### src/design/scl_pkg.sv
`default_nettype none

package scl_pkg;

  localparam int VALUE_BITS_DEF = 16;
  localparam int TARGET_W       = 16;

  localparam logic [7:0] CH_NEWLINE = 8'h0A;
  localparam logic [7:0] CH_TAB     = 8'h09;
  localparam logic [7:0] CH_CR      = 8'h0D;
  localparam logic [7:0] CH_SPACE   = 8'h20;
  localparam logic [7:0] CH_PLUS    = 8'h2B;
  localparam logic [7:0] CH_MINUS   = 8'h2D;
  localparam logic [7:0] CH_ZERO    = 8'h30;
  localparam logic [7:0] CH_NINE    = 8'h39;

  // literal lengths: "leftSpeed:" and ",rightSpeed:"
  localparam logic [3:0] LIT_FIRST_LEN  = 4'd10;
  localparam logic [3:0] LIT_SECOND_LEN = 4'd12;

  typedef enum logic [5:0] {
    PH_LITERAL = 6'b000001,
    PH_PRE     = 6'b000010,
    PH_SIGNED  = 6'b000100,
    PH_DIGITS  = 6'b001000,
    PH_DONE    = 6'b010000,
    PH_FAIL    = 6'b100000
  } phase_t;

  // Character of the first (sel = 0) or second (sel = 1) literal.
  function automatic logic [7:0] lit_char(input logic sel, input logic [3:0] idx);
    logic [7:0] ch;
    ch = 8'h00;
    if (!sel) begin
      case (idx)
        4'd0:    ch = "l";
        4'd1:    ch = "e";
        4'd2:    ch = "f";
        4'd3:    ch = "t";
        4'd4:    ch = "S";
        4'd5:    ch = "p";
        4'd6:    ch = "e";
        4'd7:    ch = "e";
        4'd8:    ch = "d";
        4'd9:    ch = ":";
        default: ch = 8'h00;
      endcase
    end else begin
      case (idx)
        4'd0:    ch = ",";
        4'd1:    ch = "r";
        4'd2:    ch = "i";
        4'd3:    ch = "g";
        4'd4:    ch = "h";
        4'd5:    ch = "t";
        4'd6:    ch = "S";
        4'd7:    ch = "p";
        4'd8:    ch = "e";
        4'd9:    ch = "e";
        4'd10:   ch = "d";
        4'd11:   ch = ":";
        default: ch = 8'h00;
      endcase
    end
    return ch;
  endfunction

endpackage

`default_nettype wire

### src/design/speed_command_line_parser_top.sv
// Channel | Direction | Handshake            | Payload
// in      | input     | in_valid / in_ready   | in_rx_byte [7:0]
// out     | output    | out_valid / out_ready | out_line_matched, out_left_target [15:0],
//         |           |                       | out_right_target [15:0] (signed)
//
// One byte per cycle while in_ready is high; the parse state advances in the cycle the byte transfers.
// A newline produces a registered result in the output register, or in the skid register if the output is stalled.
// A second result stage lets bytes keep flowing while the output is stalled;
// in_ready drops only when both result stages are full.
// rst_n (synchronous, active low) clears the parse state and the held speeds to zero.
`default_nettype none

module speed_command_line_parser_top
  import scl_pkg::*;
#(
  parameter int VALUE_BITS = VALUE_BITS_DEF
) (
  input  wire logic                       clk,
  input  wire logic                       rst_n,
  input  wire logic                       in_valid,
  output logic                            in_ready,
  input  wire logic [7:0]                 in_rx_byte,
  output logic                            out_valid,
  input  wire logic                       out_ready,
  output logic                            out_line_matched,
  output logic signed [TARGET_W-1:0]      out_left_target,
  output logic signed [TARGET_W-1:0]      out_right_target
);

  localparam int VB = VALUE_BITS;
  localparam logic [VB-1:0] MAG_CAP = {1'b1, {(VB-1){1'b0}}};

  // saturate the magnitude and apply the sign
  function automatic logic signed [VB-1:0] num_value(input logic [VB-1:0] mag,
                                                     input logic neg);
    logic [VB-1:0] m;
    if (neg) begin
      m = (mag > MAG_CAP) ? MAG_CAP : mag;
      m = -m;
    end else begin
      m = (mag > (MAG_CAP - 1'b1)) ? (MAG_CAP - 1'b1) : mag;
    end
    return signed'(m);
  endfunction

  phase_t                phase_r, phase_nxt;
  logic [3:0]            index_r, index_nxt;
  logic                  select_r, select_nxt;
  logic                  neg_r, neg_nxt;
  logic [VB-1:0]         acc_r, acc_nxt;
  logic signed [VB-1:0]  first_r, first_nxt;
  logic signed [VB-1:0]  held_left_r, held_right_r;

  logic                  out_valid_r, skid_valid_r;
  logic                  out_matched_r, skid_matched_r;
  logic signed [TARGET_W-1:0] out_left_r, out_right_r, skid_left_r, skid_right_r;

  logic                  in_fire, emit, out_load;
  logic                  is_space, is_digit, is_sign;
  logic                  restart_second, lit_step, lsel, lit_ok, lit_done;
  logic [3:0]            lidx, llen;
  logic [VB+3:0]         acc_ext, acc_sum;
  logic [VB-1:0]         acc_add;
  logic                  matched_new;
  logic signed [VB-1:0]  left_new, right_new;

  assign in_ready = !skid_valid_r;
  assign in_fire  = in_valid && in_ready;
  assign emit     = in_fire && (in_rx_byte == CH_NEWLINE);
  assign out_load = !out_valid_r || out_ready;

  assign is_space = (in_rx_byte == CH_SPACE) ||
                    ((in_rx_byte >= CH_TAB) && (in_rx_byte <= CH_CR));
  assign is_digit = (in_rx_byte >= CH_ZERO) && (in_rx_byte <= CH_NINE);
  assign is_sign  = (in_rx_byte == CH_PLUS) || (in_rx_byte == CH_MINUS);

  // accumulator * 10 + digit, capped at the largest negative magnitude
  assign acc_ext = {4'b0, acc_r};
  assign acc_sum = (acc_ext << 3) + (acc_ext << 1) + {{VB{1'b0}}, in_rx_byte[3:0]};
  assign acc_add = (acc_sum > {4'b0, MAG_CAP}) ? MAG_CAP : acc_sum[VB-1:0];

  // a non-digit after the first number restarts literal matching on the second literal
  assign restart_second = (phase_r == PH_DIGITS) && !is_digit && !select_r;
  assign lsel     = select_r || restart_second;
  assign lidx     = restart_second ? 4'd0 : index_r;
  assign llen     = lsel ? LIT_SECOND_LEN : LIT_FIRST_LEN;
  assign lit_ok   = (lidx < llen) && (in_rx_byte == lit_char(lsel, lidx));
  assign lit_done = (4'(lidx + 4'd1) == llen);

  always_comb begin
    phase_nxt  = phase_r;
    index_nxt  = index_r;
    select_nxt = select_r;
    neg_nxt    = neg_r;
    acc_nxt    = acc_r;
    first_nxt  = first_r;
    lit_step   = 1'b0;
    unique case (phase_r) inside
      PH_LITERAL: begin
        lit_step = 1'b1;
      end
      PH_PRE: begin
        if (is_space) begin
          phase_nxt = PH_PRE;
        end else if (is_sign) begin
          neg_nxt   = (in_rx_byte == CH_MINUS);
          phase_nxt = PH_SIGNED;
        end else if (is_digit) begin
          acc_nxt   = acc_add;
          phase_nxt = PH_DIGITS;
        end else begin
          phase_nxt = PH_FAIL;
        end
      end
      PH_SIGNED: begin
        if (is_digit) begin
          acc_nxt   = acc_add;
          phase_nxt = PH_DIGITS;
        end else begin
          phase_nxt = PH_FAIL;
        end
      end
      PH_DIGITS: begin
        if (is_digit) begin
          acc_nxt = acc_add;
        end else if (!select_r) begin
          first_nxt  = num_value(acc_r, neg_r);
          select_nxt = 1'b1;
          index_nxt  = 4'd0;
          lit_step   = 1'b1;
        end else begin
          phase_nxt = PH_DONE;
        end
      end
      PH_DONE, PH_FAIL: begin
        phase_nxt = phase_r;
      end
      default: begin
        phase_nxt = PH_FAIL;
      end
    endcase
    if (lit_step) begin
      if (lit_ok) begin
        index_nxt = 4'(lidx + 4'd1);
        if (lit_done) begin
          phase_nxt = PH_PRE;
          neg_nxt   = 1'b0;
          acc_nxt   = '0;
        end else begin
          phase_nxt = PH_LITERAL;
        end
      end else begin
        phase_nxt = PH_FAIL;
      end
    end
  end

  assign matched_new = (phase_nxt == PH_DONE);
  assign left_new    = matched_new ? first_nxt : held_left_r;
  assign right_new   = matched_new ? num_value(acc_nxt, neg_nxt) : held_right_r;

  // parse state and held speeds
  always_ff @(posedge clk) begin
    if (!rst_n) begin
      phase_r      <= PH_LITERAL;
      index_r      <= 4'd0;
      select_r     <= 1'b0;
      neg_r        <= 1'b0;
      acc_r        <= '0;
      first_r      <= '0;
      held_left_r  <= '0;
      held_right_r <= '0;
    end else if (in_fire) begin
      if (emit) begin
        // end of line: return the parse state to its start
        phase_r      <= PH_LITERAL;
        index_r      <= 4'd0;
        select_r     <= 1'b0;
        neg_r        <= 1'b0;
        acc_r        <= '0;
        first_r      <= '0;
        held_left_r  <= left_new;
        held_right_r <= right_new;
      end else begin
        phase_r  <= phase_nxt;
        index_r  <= index_nxt;
        select_r <= select_nxt;
        neg_r    <= neg_nxt;
        acc_r    <= acc_nxt;
        first_r  <= first_nxt;
      end
    end
  end

  // result stages: output register plus skid register
  always_ff @(posedge clk) begin
    if (!rst_n) begin
      out_valid_r  <= 1'b0;
      skid_valid_r <= 1'b0;
    end else if (out_load) begin
      if (skid_valid_r) begin
        out_valid_r  <= 1'b1;
        skid_valid_r <= 1'b0;
      end else begin
        out_valid_r <= emit;
      end
    end else if (emit) begin
      skid_valid_r <= 1'b1;
    end
  end

  always_ff @(posedge clk) begin
    if (out_load) begin
      if (skid_valid_r) begin
        out_matched_r <= skid_matched_r;
        out_left_r    <= skid_left_r;
        out_right_r   <= skid_right_r;
      end else if (emit) begin
        out_matched_r <= matched_new;
        out_left_r    <= TARGET_W'(left_new);
        out_right_r   <= TARGET_W'(right_new);
      end
    end else if (emit) begin
      skid_matched_r <= matched_new;
      skid_left_r    <= TARGET_W'(left_new);
      skid_right_r   <= TARGET_W'(right_new);
    end
  end

  assign out_valid        = out_valid_r;
  assign out_line_matched = out_matched_r;
  assign out_left_target  = out_left_r;
  assign out_right_target = out_right_r;

endmodule

`default_nettype wire

### config.mk
export PLATFORM = sky130hd
export DESIGN_NAME = speed_command_line_parser_top
export DESIGN_NICKNAME = d
export VERILOG_FILES = /design/src/design/scl_pkg.sv /design/src/design/speed_command_line_parser_top.sv
export SDC_FILE = /design/constraint.sdc
export NUM_CORES = 1
export LEC_CHECK = 0
export ABC_CLOCK_PERIOD_IN_PS = 13700
export BUFFER_PORTS_ARGS = -buffer_cell sky130_fd_sc_hd__clkbuf_2
export CAP_MARGIN = 20
export CORE_MARGIN = 4
export CORE_UTILIZATION = 60
export DETAILED_ROUTE_END_ITERATION = 10
export HOLD_SLACK_MARGIN = 0.15
export PLACE_DENSITY_LB_ADDON = 0.12
export SYNTH_ARGS = -nofsm -noshare
export SYNTH_HDL_FRONTEND = slang
export SYNTH_SLANG_ARGS = --single-unit
### constraint.sdc
create_clock -name clk -period 13.7 [get_ports clk]
set_clock_uncertainty 0.15 [all_clocks]
set_input_delay 1.37 -clock clk [delete_from_list [all_inputs] [get_ports clk]]
set_output_delay 1.37 -clock clk [all_outputs]
set_load 0.01 [all_outputs]
==> impl_metrics.env <==
export IMPL_outcome="finished clean"
export IMPL_synth_ff_latch_count=144
export IMPL_width_of_the_die_um=137
export IMPL_synth_top_cells_by_count="nand2_1, nor2_1, a21oi_1, dfxtp_1, o21ai_0"
export IMPL_clock_insertion_delay_worst_skew_ns=0.43
export IMPL_final_min_clock_period_ns=7.58
export IMPL_drv_cap=0
export IMPL_drc=0
export IMPL_timing_final_hold_violations=0
export IMPL_cell_internal_pwr_uw=744
export IMPL_syn_mean_instance_area_um2=8.23
export IMPL_netlist_cell_type_count=94
export IMPL_grt_setup_unrepaired="no"
export IMPL_ctsHoldBuffers=0
export IMPL_cts_setup_buffers=0
export IMPL_gp_routability_congestion=0.940
export IMPL_yosys_top_cells_area="edfxtp_1, dfxtp_1, nand2_1"
export IMPL_cts_tree="yes"
export IMPL_synth_largest_type_area_fraction_pct=19.7
export IMPL_data_required_critical_path_ns=13.72
export IMPL_clk_path_buf_depth=2
export IMPL_crit_arrival_ns=7.60
export IMPL_vias_in_the_first_global_route=8703
export IMPL_gr_total_overflow=0
export IMPL_num_io_pins=47
export IMPL_synthArstFlopShare_pct=0
export IMPL_clock_pin_slew_reported_for_the_worst_setup_and_hold_paths_after_clock_tree_synthesis_ns=0.06
export IMPL_timing_fmax_mhz=132
export IMPL_num_fill_cells=1368
export IMPL_yosysMostFrequentCell="nand2_1"
export IMPL_floorplan_initialDensity_pct=61.0
export IMPL_final_net_count=1274
export IMPL_port_buffers=46
export IMPL_numClockSinks=144
export IMPL_vdd_ir_drop_worst_mv=0.0896
export IMPL_routed_via_density=6.40
export IMPL_mappedNetlistArea_um2=10000
export IMPL_syn_nets=1275
export IMPL_setup_tns_ns=0
export IMPL_finalWirelength_mm=26.8
export IMPL_final_setup_viol_count=0
export IMPL_clock_power_share_pct=50.3
export IMPL_detailedRoute_firstPassIterationCount=5
export IMPL_max_slew_worst_pin_slew_ns=1.03
export IMPL_yosysSeqAreaShare_pct=35.3
export IMPL_first_pass_grt_wire_length_mm=43.9
export IMPL_wl_per_cell_um=18.5
export IMPL_post_synth_inst_count=1220
export IMPL_pwr_density_cell_nw_per_um2=86.8
export IMPL_core_outline_area_um2=16500
export IMPL_grt_antenna_before_repair=0
export IMPL_relSlewSlack_pct=30.2
export IMPL_drt_first_iter_violations=780
export IMPL_type_of_origin_of_the_critical_path="input pin"
export IMPL_post_cts_resized=0
export IMPL_power_uw=951
export IMPL_area_delta_synth_final_pct=9.02
export IMPL_final_antenna_diode_count=0
export IMPL_postSynth_topFlopCell="dfxtp_1"
export IMPL_route_vias_total=9286
export IMPL_portion_of_total_power_attributed_to_sequential_cells_pct=47.0
export IMPL_design_die_area_um2=18900
export IMPL_worstPathMaxFanout=25
export IMPL_total_switching_power_uw=207
export IMPL_crit_type="in -> reg"
export IMPL_drive_gt1_share_pct=13.0
export IMPL_fin_crit_share_pct=55.3
export IMPL_power_switching_share_pct=21.8
export IMPL_p_leak_nw=4.15
export IMPL_comb_power_share_pct=2.7
export IMPL_cts_inserted_buffers=17
export IMPL_track_usage_pct=29.0
export IMPL_drtAntennaViolNets=0
export IMPL_slew_violations=0
export IMPL_synth_edf_count=66
export IMPL_crit_path_end_kind="flop"
export IMPL_die_height_um=137
export IMPL_row_count=47
export IMPL_ctsHtreeMaxLevel=4
export IMPL_grt_start_max_net_pins=80
export IMPL_clock_tree_root_cell="clkbuf_16"
export IMPL_place_detailed_hpwl_mm=18.7
export IMPL_worstHoldPathType="reg -> reg"
export IMPL_synth_largest_area_cell="edfxtp_1"
export IMPL_synth_warnings=0
==> through the flow <==
| step | hold WS [ns] | cell area (µm²) | util, % | std cells | worst slack (ns) |
|---|---|---|---|---|---|
| after floorplan | 0.278 | 10000 | - | 1220 | 6.45 |
| after global placement | 0.287 | 10300 | 62.8 | 1420 | 5.89 |
| after detailed placement | 0.296 | 10300 | 62.8 | 1420 | 5.85 |
| after CTS | 0.309 | 10900 | 66.5 | 1451 | 6.29 |
| after global routing | 0.328 | 10900 | 66.5 | 1451 | 5.74 |
| final | 0.306 | 10900 | 66.5 | 1451 | 6.12 |
==> layout by cell type (no fill, tap or decap), types with 35 or more instances in the layout <==
cell      Yosys  final
a21oi_1      93     92
clkbuf_2      0     46
dfxtp_1      78     78
edfxtp_1     66     66
ha_1         41     41
nand2_1     165    165
nor2_1      111    109
nor2b_1      36     35
nor3_1       38     38
o21ai_0      68     68
==> cells by family after synthesis <==
family                   synth area share, %
AND/OR/NAND/NOR                         23.8
AO/OA/AOI/OAI                           24.8
flip-flops                              35.3
buffers and inverters                   4.42
adder cells (fa/ha/maj)                 5.51
multiplexers                            4.50
XOR/XNOR                                1.74
==> routing by layer <==
layer	global-route usage, %	up-vias	share of wire [%]
met5	0	-	0
met4	12.0	0	3.0
met3	4.20	69	6.2
met2	46.6	343	47
met1	39.2	4388	43
li1	-	4486	-
==> flip-flops by register name (all words and copies together) (netlist names) <==
register and cells:
acc_r 16, first_r 16, held_left_r 16, held_right_r 16, index_r 4, neg_r 1, out_left_target 16, out_line_matched 1
out_right_target 16, out_valid 1, phase_r 6, select_r 1, skid_left_r 16, skid_matched_r 1, skid_right_r 16, skid_valid_r 1
==> power groups by stage <==
stage	combinational, mW	clock (mW)	sequential [mW]
finish	0.0257	0.478	0.447
global route	0.0282	0.502	0.446
CTS	0.0254	0.483	0.447
detailed placement	0.0254	0	0.456
global placement	0.0252	0	0.456
floorplan	0.0182	0	0.456
==> final timing paths <==
kind                    from             endpoint  slack, ns  cells past startpoint
min reg2reg  held_right_r[7]      held_right_r[7]       0.31                      2
max reg2reg         select_r  out_right_target[4]       6.53                     22
min          held_right_r[7]      held_right_r[7]       0.31                      2
max            in_rx_byte[1]  out_right_target[4]       6.12                     23
==> area by class of cell <==
class                   instances  area, µm²  share of cell area, %
well taps                     220        275                   2.51
inverters                      29        109                  0.994
multi-input cells             966       6070                   55.5
repair buffers                 61        343                   3.13
clock inverters                14        181                   1.66
flip-flops and latches        144       3540                   32.4
clock buffers                  17        425                   3.89
==> worst max-delay path, cell delays in order <==
cell	delay [ns]
clkbuf_2	0.17
o21a_1	0.28
o211ai_2	0.41
nand2_1	0.19
inv_1	0.14
ha_1	0.24
ha_1	0.17
nand2b_1	0.15
o211ai_1	0.13
nand2_1	0.15
o21bai_1	0.11
or3_1	0.35
or3_4	0.41
nor3_4	0.71
o211ai_1	0.27
o31ai_4	0.68
nand2_1	0.12
ha_1	0.38
o31a_1	0.36
o21ai_0	0.15
o21ai_1	0.10
mux2_2	0.28
mux2_2	0.26
Note: power is estimated with default switching activity, not from simulation.
